`config.mk`:
```
export PLATFORM = sky130hd
export DESIGN_NAME = lru_page_replacement
export DESIGN_NICKNAME = d
export VERILOG_FILES = /design/src/rtl/lru_pkg.sv /design/src/rtl/lru_page_replacement.sv /design/src/rtl/lru_front.sv /design/src/rtl/lru_back.sv
export SDC_FILE = /design/constraint.sdc
export NUM_CORES = 1
export LEC_CHECK = 0
export ABC_AREA = 1
export BUFFER_PORTS_ARGS = -buffer_cell sky130_fd_sc_hd__buf_4
export CAP_MARGIN = 25
export CORE_UTILIZATION = 50
export CTS_CLUSTER_SIZE = 40
export DETAILED_ROUTE_END_ITERATION = 8
export PLACE_DENSITY = 0.65
export REMOVE_ABC_BUFFERS = 1
export SYNTH_ARGS = -nofsm -noshare
export SYNTH_HDL_FRONTEND = slang
export SYNTH_SLANG_ARGS = --single-unit
export TNS_END_PERCENT = 30
```
`constraint.sdc`:
```
create_clock -name clk -period 5.2 [get_ports clk]
set_input_delay 0.78 -clock clk [delete_from_list [all_inputs] [get_ports clk]]
set_output_delay 0.78 -clock clk [all_outputs]
set_load 0.02 [all_outputs]
```
`src/rtl/lru_pkg.sv`:
```
package lru_pkg;

    localparam int FRAMES      = 16;
    localparam int FRAME_BITS  = $clog2(FRAMES);
    localparam int ADDR_BITS   = 16;
    localparam int PAGE_SHIFT  = 10;
    localparam int PAGE_BITS   = ADDR_BITS - PAGE_SHIFT;
    localparam int FAULT_BITS  = 32;

    localparam int QUEUE_DEPTH = 4;
    localparam int QPTR_BITS   = $clog2(QUEUE_DEPTH);
    localparam int QCNT_BITS   = $clog2(QUEUE_DEPTH + 1);

    localparam int RES_BITS    = 1 + FRAME_BITS + 1 + PAGE_BITS + FAULT_BITS;
    localparam int OUT_BITS    = ((RES_BITS + 7) / 8) * 8;

    typedef struct packed {
        logic                 last;
        logic [PAGE_BITS-1:0] page;
    } req_t;

    typedef struct packed {
        logic [FAULT_BITS-1:0] fault_total;
        logic [PAGE_BITS-1:0]  evicted_page;
        logic                  evicted_valid;
        logic [FRAME_BITS-1:0] frame_index;
        logic                  hit;
    } res_t;

endpackage

```
`src/rtl/lru_page_replacement.sv`:
```
// LRU page replacement unit with 16 fully associative frames.
//
// Input stream: one transfer per memory access. tdata carries the 16-bit
// address; its page number is the address divided by 1024. tlast marks
// the final access of a run: after its result the frames and the fault
// count return to their reset values.
// Output stream: exactly one transfer per access, in order, giving hit,
// the frame now holding the page, the evicted page (if any) and the
// saturating fault count of the run including this access.
//
// An accepted access is written into the queue, and its result is then
// registered in the output register. Throughput: one access per cycle
// while the receiver is ready; tag compare and LRU update are combinational.
// A four-entry queue separates the input stage from the lookup engine.
// When the receiver stalls, the result is held in the output register,
// the queue fills and s_axis_tready falls once it is full.
// Reset clears the queue, the output valid flag, all frames (empty, ranked
// by index with frame 0 oldest) and the fault count.
module lru_page_replacement (
    input  logic                         clk,
    input  logic                         rst_n,
    input  logic                         s_axis_tvalid,
    output logic                         s_axis_tready,
    input  logic [15:0]                  s_axis_tdata,  // address[15:0]
    input  logic                         s_axis_tlast,
    output logic                         m_axis_tvalid,
    input  logic                         m_axis_tready,
    // hit[0], frame_index[4:1], evicted_valid[5], evicted_page[11:6],
    // fault_total[43:12], zero fill[47:44]
    output logic [lru_pkg::OUT_BITS-1:0] m_axis_tdata
);
    import lru_pkg::*;

    logic q_valid;
    logic q_ready;
    req_t q_req;
    res_t res;

    lru_front u_front (
        .clk         (clk),
        .rst_n       (rst_n),
        .in_valid    (s_axis_tvalid),
        .in_ready    (s_axis_tready),
        .address     (s_axis_tdata),
        .last_of_run (s_axis_tlast),
        .q_valid     (q_valid),
        .q_ready     (q_ready),
        .q_req       (q_req)
    );

    lru_back u_back (
        .clk       (clk),
        .rst_n     (rst_n),
        .q_valid   (q_valid),
        .q_ready   (q_ready),
        .q_req     (q_req),
        .out_valid (m_axis_tvalid),
        .out_ready (m_axis_tready),
        .out_res   (res)
    );

    assign m_axis_tdata = {{(OUT_BITS - RES_BITS){1'b0}}, res};

endmodule

```
`src/rtl/lru_front.sv`:
```
module lru_front (
    input  logic                          clk,
    input  logic                          rst_n,
    input  logic                          in_valid,
    output logic                          in_ready,
    input  logic [lru_pkg::ADDR_BITS-1:0] address,
    input  logic                          last_of_run,
    output logic                          q_valid,
    input  logic                          q_ready,
    output lru_pkg::req_t                 q_req
);
    import lru_pkg::*;

    req_t                 entry_reg [QUEUE_DEPTH];
    logic [QPTR_BITS-1:0] wr_ptr_reg, wr_ptr_next;
    logic [QPTR_BITS-1:0] rd_ptr_reg, rd_ptr_next;
    logic [QCNT_BITS-1:0] count_reg, count_next;
    logic                 push;
    logic                 pop;
    req_t                 new_req;

    assign in_ready = (count_reg != QCNT_BITS'(QUEUE_DEPTH));
    assign q_valid  = (count_reg != '0);
    assign q_req    = entry_reg[rd_ptr_reg];
    assign push     = in_valid && in_ready;
    assign pop      = q_valid && q_ready;

    // keep only the page number of the address
    always_comb
    begin
        new_req.page = address[ADDR_BITS-1:PAGE_SHIFT];
        new_req.last = last_of_run;
    end

    always_comb
    begin
        wr_ptr_next = push ? wr_ptr_reg + 1'b1 : wr_ptr_reg;
        rd_ptr_next = pop ? rd_ptr_reg + 1'b1 : rd_ptr_reg;
        count_next  = count_reg;
        if (push && !pop)
        begin
            count_next = count_reg + 1'b1;
        end
        else if (pop && !push)
        begin
            count_next = count_reg - 1'b1;
        end
    end

    always_ff @(posedge clk or negedge rst_n)
    begin
        if (!rst_n)
        begin
            wr_ptr_reg <= '0;
            rd_ptr_reg <= '0;
            count_reg  <= '0;
        end
        else
        begin
            wr_ptr_reg <= wr_ptr_next;
            rd_ptr_reg <= rd_ptr_next;
            count_reg  <= count_next;
        end
    end

    always_ff @(posedge clk)
    begin
        if (push)
        begin
            entry_reg[wr_ptr_reg] <= new_req;
        end
    end

endmodule

```
`src/rtl/lru_back.sv`:
```
module lru_back (
    input  logic          clk,
    input  logic          rst_n,
    input  logic          q_valid,
    output logic          q_ready,
    input  lru_pkg::req_t q_req,
    output logic          out_valid,
    input  logic          out_ready,
    output lru_pkg::res_t out_res
);
    import lru_pkg::*;

    logic [PAGE_BITS-1:0]  page_reg  [FRAMES];
    logic [PAGE_BITS-1:0]  page_next [FRAMES];
    logic [FRAMES-1:0]     valid_reg, valid_next;
    logic [FRAME_BITS-1:0] rank_reg  [FRAMES];
    logic [FRAME_BITS-1:0] rank_next [FRAMES];
    logic [FAULT_BITS-1:0] fault_reg, fault_next;
    logic                  out_valid_reg, out_valid_next;
    res_t                  res_reg, res_next;

    logic                  take;
    logic [FRAMES-1:0]     match;
    logic                  found;
    logic [FRAME_BITS-1:0] hit_idx;
    logic [FRAME_BITS-1:0] victim;
    logic [FRAME_BITS-1:0] slot;
    logic [FRAME_BITS-1:0] old_rank;

    assign q_ready   = !out_valid_reg || out_ready;
    assign take      = q_valid && q_ready;
    assign out_valid = out_valid_reg;
    assign out_res   = res_reg;

    always_comb
    begin
        for (int k = 0; k < FRAMES; k++)
        begin
            match[k] = valid_reg[k] && (page_reg[k] == q_req.page);
        end
        found = |match;
        // scan from the top so the lowest index wins
        hit_idx = '0;
        victim  = '0;
        for (int k = FRAMES - 1; k >= 0; k--)
        begin
            if (match[k])
            begin
                hit_idx = FRAME_BITS'(k);
            end
            if (rank_reg[k] == '0)
            begin
                victim = FRAME_BITS'(k);
            end
        end
        slot     = found ? hit_idx : victim;
        old_rank = rank_reg[slot];
    end

    always_comb
    begin
        page_next      = page_reg;
        valid_next     = valid_reg;
        rank_next      = rank_reg;
        fault_next     = fault_reg;
        out_valid_next = out_valid_reg;
        res_next       = res_reg;

        if (out_valid_reg && out_ready)
        begin
            out_valid_next = 1'b0;
        end

        if (take)
        begin
            out_valid_next         = 1'b1;
            res_next.hit           = found;
            res_next.frame_index   = slot;
            res_next.evicted_valid = !found && valid_reg[slot];
            res_next.evicted_page  = (!found && valid_reg[slot]) ? page_reg[slot] : '0;
            if (!found && fault_reg != '1)
            begin
                fault_next = fault_reg + 1'b1;
            end
            res_next.fault_total = fault_next;

            if (!found)
            begin
                page_next[slot]  = q_req.page;
                valid_next[slot] = 1'b1;
            end
            // promote: frames newer than the touched one age by one
            for (int k = 0; k < FRAMES; k++)
            begin
                if (FRAME_BITS'(k) == slot)
                begin
                    rank_next[k] = FRAME_BITS'(FRAMES - 1);
                end
                else if (rank_reg[k] > old_rank)
                begin
                    rank_next[k] = rank_reg[k] - 1'b1;
                end
            end

            // end of run: drop all frames and the count after the result
            if (q_req.last)
            begin
                fault_next = '0;
                valid_next = '0;
                for (int k = 0; k < FRAMES; k++)
                begin
                    page_next[k] = '0;
                    rank_next[k] = FRAME_BITS'(k);
                end
            end
        end
    end

    always_ff @(posedge clk or negedge rst_n)
    begin
        if (!rst_n)
        begin
            valid_reg     <= '0;
            fault_reg     <= '0;
            out_valid_reg <= 1'b0;
            for (int k = 0; k < FRAMES; k++)
            begin
                page_reg[k] <= '0;
                rank_reg[k] <= FRAME_BITS'(k);
            end
        end
        else
        begin
            valid_reg     <= valid_next;
            fault_reg     <= fault_next;
            out_valid_reg <= out_valid_next;
            page_reg      <= page_next;
            rank_reg      <= rank_next;
        end
    end

    always_ff @(posedge clk)
    begin
        res_reg <= res_next;
    end

endmodule
```
==> results of run 1 <==
-- metrics by stage --
step | utilization | TNS, ns
after floorplan | - | -441.93
after global placement | 0.535 | 0
after detailed placement | 0.535 | 0
after CTS | 0.566 | 0
after global routing | 0.578 | -0.0129
final | 0.578 | 0
-- cell families (layout without fill, tap and decap cells) --
family / Yosys count / in the layout
DFF: 288 / 288
muxes: 1 / 1
xor gates and xnor gates: 89 / 89
buffers and inverters: 359 / 482
other: 1 / 4
and+or+nand+nor: 993 / 995
adders and majority gates: 87 / 87
AOI/OAI and AO/OA: 409 / 409
-- worst reg2reg max path: cells and delay by family (launching register included) --
kind	cells	cell delay, ns
fa+ha+maj	1	0.27
simple gates	18	2.01
buf+inv	7	1.12
compound gates	7	0.94
flops	1	0.46
-- worst max-delay path by stage --
stage	startpoint	endpoint	slack, ns	cells after the start
final	u_front.rd_ptr_reg[0]	u_back.rank_reg[47]	0.25	33
after global routing	u_front.rd_ptr_reg[0]	u_back.rank_reg[60]	-0.007	41
after CTS	u_front.rd_ptr_reg[0]	u_back.rank_reg[7]	0.06	32
after detailed placement	u_front.rd_ptr_reg[0]	u_back.rank_reg[37]	0.09	32
after global placement	u_front.rd_ptr_reg[0]	u_back.rank_reg[21]	0.19	32
after floorplan	m_axis_tready	u_back.fault_reg[10]	-3.05	6
-- per-layer routing --
metal	global-route usage	vias to the layer above
li1	-	7623
met1	0.397	7526
met2	0.462	623
met3	0.0470	97
met4	0.113	0
met5	0	-
-- final cells by class --
class | instances | area, um^2 | area share
Clock buffer | 50 | 993 | 0.0484
Clock inverter | 12 | 113 | 0.00549
Inverter | 289 | 1100 | 0.0538
Multi-Input combinational cell | 1585 | 9020 | 0.440
Sequential cell | 288 | 7610 | 0.371
Tap cell | 461 | 577 | 0.0281
Timing Repair Buffer | 131 | 1100 | 0.0536
-- what timing repair did --
action                     in CTS  in global routing
setup endpoints to repair       0                 71
resized for setup               0                 37
setup buffers                   0                 27
-- cells in the final DEF, fill, tap and decap left out, drive strengths merged, types with 4 or more instances in the layout --
cell type	Yosys	layout
nand2	612	614
inv	289	289
dfrtp	184	184
nor2	163	163
o21ai	154	154
nand3	141	141
buf	46	131
o22ai	126	126
ha	86	86
xor2	86	86
a21oi	80	80
edfxtp	72	72
clkbuf	24	50
dfstp	32	32
nor3	31	31
nand4	26	26
or2	11	11
o21bai	10	10
o211ai	9	9
clkinv	0	9
nor4	8	8
a221oi	8	8
a22oi	6	6
conb	1	4
a31oi	4	4
==> flow_metrics.env, run 1 <==
export IMPL_synth_edf_count=72
export IMPL_routed_wl_met3_mm=4.29
export IMPL_clockRootBuffer="clkbuf_16"
export IMPL_top_layer_used="met4"
export IMPL_vias=15869
export IMPL_hpwl_mm=36.5
export IMPL_dieArea_mm2=0.0367
export IMPL_yosys_cell_types_count=58
export IMPL_largest_reg_flops=96
export IMPL_cp_buffers_inverters=7
export IMPL_finalNetCount=2438
export IMPL_synth_compound_area_frac=0.139
export IMPL_ios=71
export IMPL_cp_slowest_cell="dfrtp_2"
export IMPL_wl_per_cell_um=18.9
export IMPL_fin_crit_sh=0.953
export IMPL_die_h_um=192
export IMPL_grt_pass1_vias=15061
export IMPL_setup_slack_ns=0.247
export IMPL_grt_max_degree=100
export IMPL_final_cells=2816
export IMPL_die_width_um=192
export IMPL_cpMostUsedCell="nand2_1"
export IMPL_coreArea_mm2=0.0355
export IMPL_netlist_top_cells_area="dfrtp_1 26%, edfxtp_1 12%, nand2_1 12%"
export IMPL_vias_per_cell=5.64
export IMPL_synth_top_family_by_area="simple AND/OR/NAND/NOR gates"
export IMPL_netlist_instances=2227
export IMPL_tritoncts="built"
export IMPL_cts_buffers=35
export IMPL_r2r_start="u_front.rd_ptr_reg[0]"
export IMPL_hold_viol_final=0
export IMPL_grt_antenna_before_repair=0
export IMPL_hold_buffers=0
export IMPL_grt_overflow=0
export IMPL_synth_most_common_cell="nand2_1"
export IMPL_ys_seq_area_frac=0.424
export IMPL_critPathMaxStageDelay_ns=0.46
export IMPL_drc=0
export IMPL_fin_hold_ws_ns=0.255
export IMPL_dpl_cell_area_mm2=0.0190
export IMPL_num_rows=69
export IMPL_clk_latency_ns=0.54
export IMPL_fmax_ghz=0.202
export IMPL_netlist_area_mm2=0.0180
export IMPL_start_util=0.506
export IMPL_drtIter0Drc=1292
export IMPL_ys_flop_type="dfrtp_1"
export IMPL_dp_cells=2724
export IMPL_dr_pass1_iters=5
export IMPL_synth_avg_cell_area_um2=8.07
export IMPL_maxCapViolations=0
export IMPL_crit_path_max_fanout=12
export IMPL_yosys_area_share_simple=0.248
export IMPL_clkSlewWorstSetupHoldPaths_ns=0.06
export IMPL_fin_worst_skew_ns=0.0282
export IMPL_maxSlewHeadroom=0.314
export IMPL_route_layer_met1_wl_mm=22.8
export IMPL_clock_sinks=288
export IMPL_worstRegToRegCells=33
export IMPL_finalSetupViolations=0
export IMPL_place_ws_ns=0.0905
export IMPL_synth_area_mux_share=0.000627
export IMPL_async_reset_ff_frac=0.750
export IMPL_critPathKind="reg -> reg"
export IMPL_worst_pin_slew_ns=1.03
export IMPL_synthAdderAreaFrac=0.0610
export IMPL_fillers=3250
export IMPL_grt_pass1_wl_mm=82.3
export IMPL_area_delta_synth_final_pct=14.2
export IMPL_r2r_setup_slack_ns=0.25
export IMPL_crit_family="simple AND/OR/NAND/NOR gates"
export IMPL_worst_setup_path_end_kind="flop"
export IMPL_io_buffers=56
export IMPL_wl_mm=53.1
export IMPL_wl_met2_mm=24.3
export IMPL_outcome="completed"
export IMPL_htree_levels=2
export IMPL_ys_seq_elements=288
export IMPL_start_kind="flop"
export IMPL_ys_top_cells_by_count="572 x nand2_1, 262 x inv_1, 184 x dfrtp_1"
export IMPL_yosys_warnings=0
export IMPL_place_gp_congestion=0.931
export IMPL_timing_rr_end="u_back.rank_reg[47]"
export IMPL_drive_above_1_share=0.156
export IMPL_clockBufferDepth=3
export IMPL_rsz0062_at_grt="yes"
export IMPL_synth_xor_area_frac=0.0438
export IMPL_num_antenna_cells=0
export IMPL_period_needed_ns=4.95
export IMPL_maxSlewViolCount=0
export IMPL_synth_top_area_frac=0.256
export IMPL_arrival_ns=5.36
export IMPL_hold_path_class="in -> async"
export IMPL_ant_nets=0
export IMPL_required_ns=5.61
export IMPL_grt_total_usage=0.291
export IMPL_synth_top_cell_by_area="dfrtp_1"
export IMPL_fin_area_mm2=0.0205
Power of run 1 is left out: the tool's default activity adds up to more than one toggle a clock period on the data nets, which glitch-free logic cannot reach.
==> inputs of run 2 (changes only) <==
Clock period 5.2 ns to 5.3 ns, I/O delays scaled along.
==> run 2 against run 1 <==
Global-route usage is 0.33 points higher. Clock-buffer cell count is 7 lower. Worst setup slack improved by 0.15 ns. Register-to-register slack improved by 0.15 ns. First-iteration DRC count grew 15%. Hold slack got worse by 0.0079 ns. Design area decreased by 1.2%. Die area stayed put. Sequential cell count unchanged. Via count is essentially flat. Cell count shrank 0.82%. Critical path depth fell by 1.
==> flow_metrics.env, run 2 (synthesized netlist as in run 1, its figures left out) <==
export IMPL_outcome="completed"
export IMPL_num_rows=69
export IMPL_required_ns=5.73
export IMPL_grt_pass1_wl_mm=83.0
export IMPL_hold_path_class="in -> async"
export IMPL_clock_sinks=288
export IMPL_grt_overflow=0
export IMPL_tritoncts="built"
export IMPL_arrival_ns=5.33
export IMPL_wl_mm=52.9
export IMPL_hold_viol_final=0
export IMPL_dpl_cell_area_mm2=0.0190
export IMPL_hold_buffers=0
export IMPL_die_h_um=192
export IMPL_drive_above_1_share=0.148
export IMPL_ios=71
export IMPL_worst_pin_slew_ns=1.03
export IMPL_critPathMaxStageDelay_ns=0.48
export IMPL_finalNetCount=2413
export IMPL_fmax_ghz=0.204
export IMPL_vias=15857
export IMPL_ant_nets=0
export IMPL_dieArea_mm2=0.0367
export IMPL_start_kind="flop"
export IMPL_largest_reg_flops=96
export IMPL_critPathKind="reg -> reg"
export IMPL_coreArea_mm2=0.0355
export IMPL_grt_max_degree=102
export IMPL_grt_use_met1=0.392
export IMPL_fin_area_mm2=0.0203
export IMPL_r2r_start="u_front.rd_ptr_reg[0]"
export IMPL_maxSlewHeadroom=0.315
export IMPL_met3_usage=0.0595
export IMPL_drtIter0Drc=1485
export IMPL_clockRootBuffer="clkbuf_16"
export IMPL_place_gp_congestion=0.927
export IMPL_fin_crit_sh=0.925
export IMPL_clockBufferDepth=3
export IMPL_period_needed_ns=4.90
export IMPL_fin_worst_skew_ns=0.0304
export IMPL_num_antenna_cells=0
export IMPL_die_width_um=192
export IMPL_cts_buffers=35
export IMPL_cpMostUsedCell="nand2_1"
export IMPL_mostFrequentLayoutCell="nand2_1"
export IMPL_final_cell_mix="571 x nand2_1, 261 x inv_1, 182 x dfrtp_1, 142 x nor2_1, 126 x o22ai_1"
export IMPL_hpwl_mm=36.9
export IMPL_crit_path_max_fanout=16
export IMPL_maxSlewViolCount=0
export IMPL_wl_per_cell_um=18.9
export IMPL_area_delta_synth_final_pct=12.9
export IMPL_grt_total_usage=0.294
export IMPL_vias_per_cell=5.68
export IMPL_dr_pass1_iters=6
export IMPL_grt_use_met2=0.467
export IMPL_grt_pass1_vias=15352
export IMPL_clkSlewWorstSetupHoldPaths_ns=0.06
export IMPL_critPathLaunch="u_front.rd_ptr_reg[0]"
export IMPL_worst_setup_path_end_kind="flop"
export IMPL_maxCapViolations=0
export IMPL_worstRegToRegCells=32
export IMPL_start_util=0.506
export IMPL_top_usage_layer="met2"
export IMPL_htree_levels=2
export IMPL_rsz0062_at_grt="yes"
export IMPL_io_buffers=56
export IMPL_grt_antenna_before_repair=0
export IMPL_drc=0
export IMPL_finalSetupViolations=0
export IMPL_clk_latency_ns=0.57
export IMPL_cp_slowest_cell="dfrtp_2"
run 2: worst max-delay path: cells and delay by family (launching register included):
kind,cells,cell delay (ns)
and+or+nand+nor,20,2.40
AOI/OAI and AO/OA,6,0.91
DFF,1,0.48
buffers and inverters,5,0.71
adders and majority gates,1,0.25
run 2: stage by stage:
step / worst slack (ns) / TNS, ns / utilization / cells / hold slack [ns]
after floorplan: -2.97 / -420.09 / - / 2160 / 0.453
after global placement: 0.385 / 0 / 0.535 / 2723 / 0.465
after detailed placement: 0.293 / 0 / 0.535 / 2723 / 0.470
after CTS: 0.253 / 0 / 0.568 / 2787 / 0.311
after global routing: -0.0895 / -0.892 / 0.571 / 2793 / 0.331
final: 0.396 / 0 / 0.571 / 2793 / 0.247
run 2: timing repair:
| item | CTS | global route |
|---|---|---|
| buffers inserted | 0 | 6 |
| endpoints found under the hold margin | 0 | 0 |
| gates resized for setup | 0 | 22 |
| endpoints found under the setup margin | 0 | 64 |
run 2: final timing paths:
check / to / slack, ns
setup / recovery: u_back.rank_reg[61] / 0.40
hold / removal: u_back.valid_reg[3] / 0.25
setup reg to reg: u_back.rank_reg[61] / 0.40
hold reg to reg: u_back.rank_reg[16] / 0.47
max in group asynchronous: u_front.rd_ptr_reg[1] / 3.80
min in group clk: u_front.entry_reg[0][5] / 0.43
run 2: cell type report:
cell class                 count  area (um^2)
sequential                   288         7610
clock buffer                  43          967
fill                        3276        15200
clock inverter                21          191
tap                          461          577
timing repair buffer         108          901
inverter                     289         1100
multi-input combinational   1583         8920
run 2: layer usage:
| metal | routed length (um) | share of wire |
|---|---|---|
| met5 | 0 | 0 |
| met4 | 1980 | 0.037 |
| met3 | 4370 | 0.082 |
| met2 | 24300 | 0.46 |
| met1 | 22300 | 0.42 |
Power of run 2 is left out for the same reason.
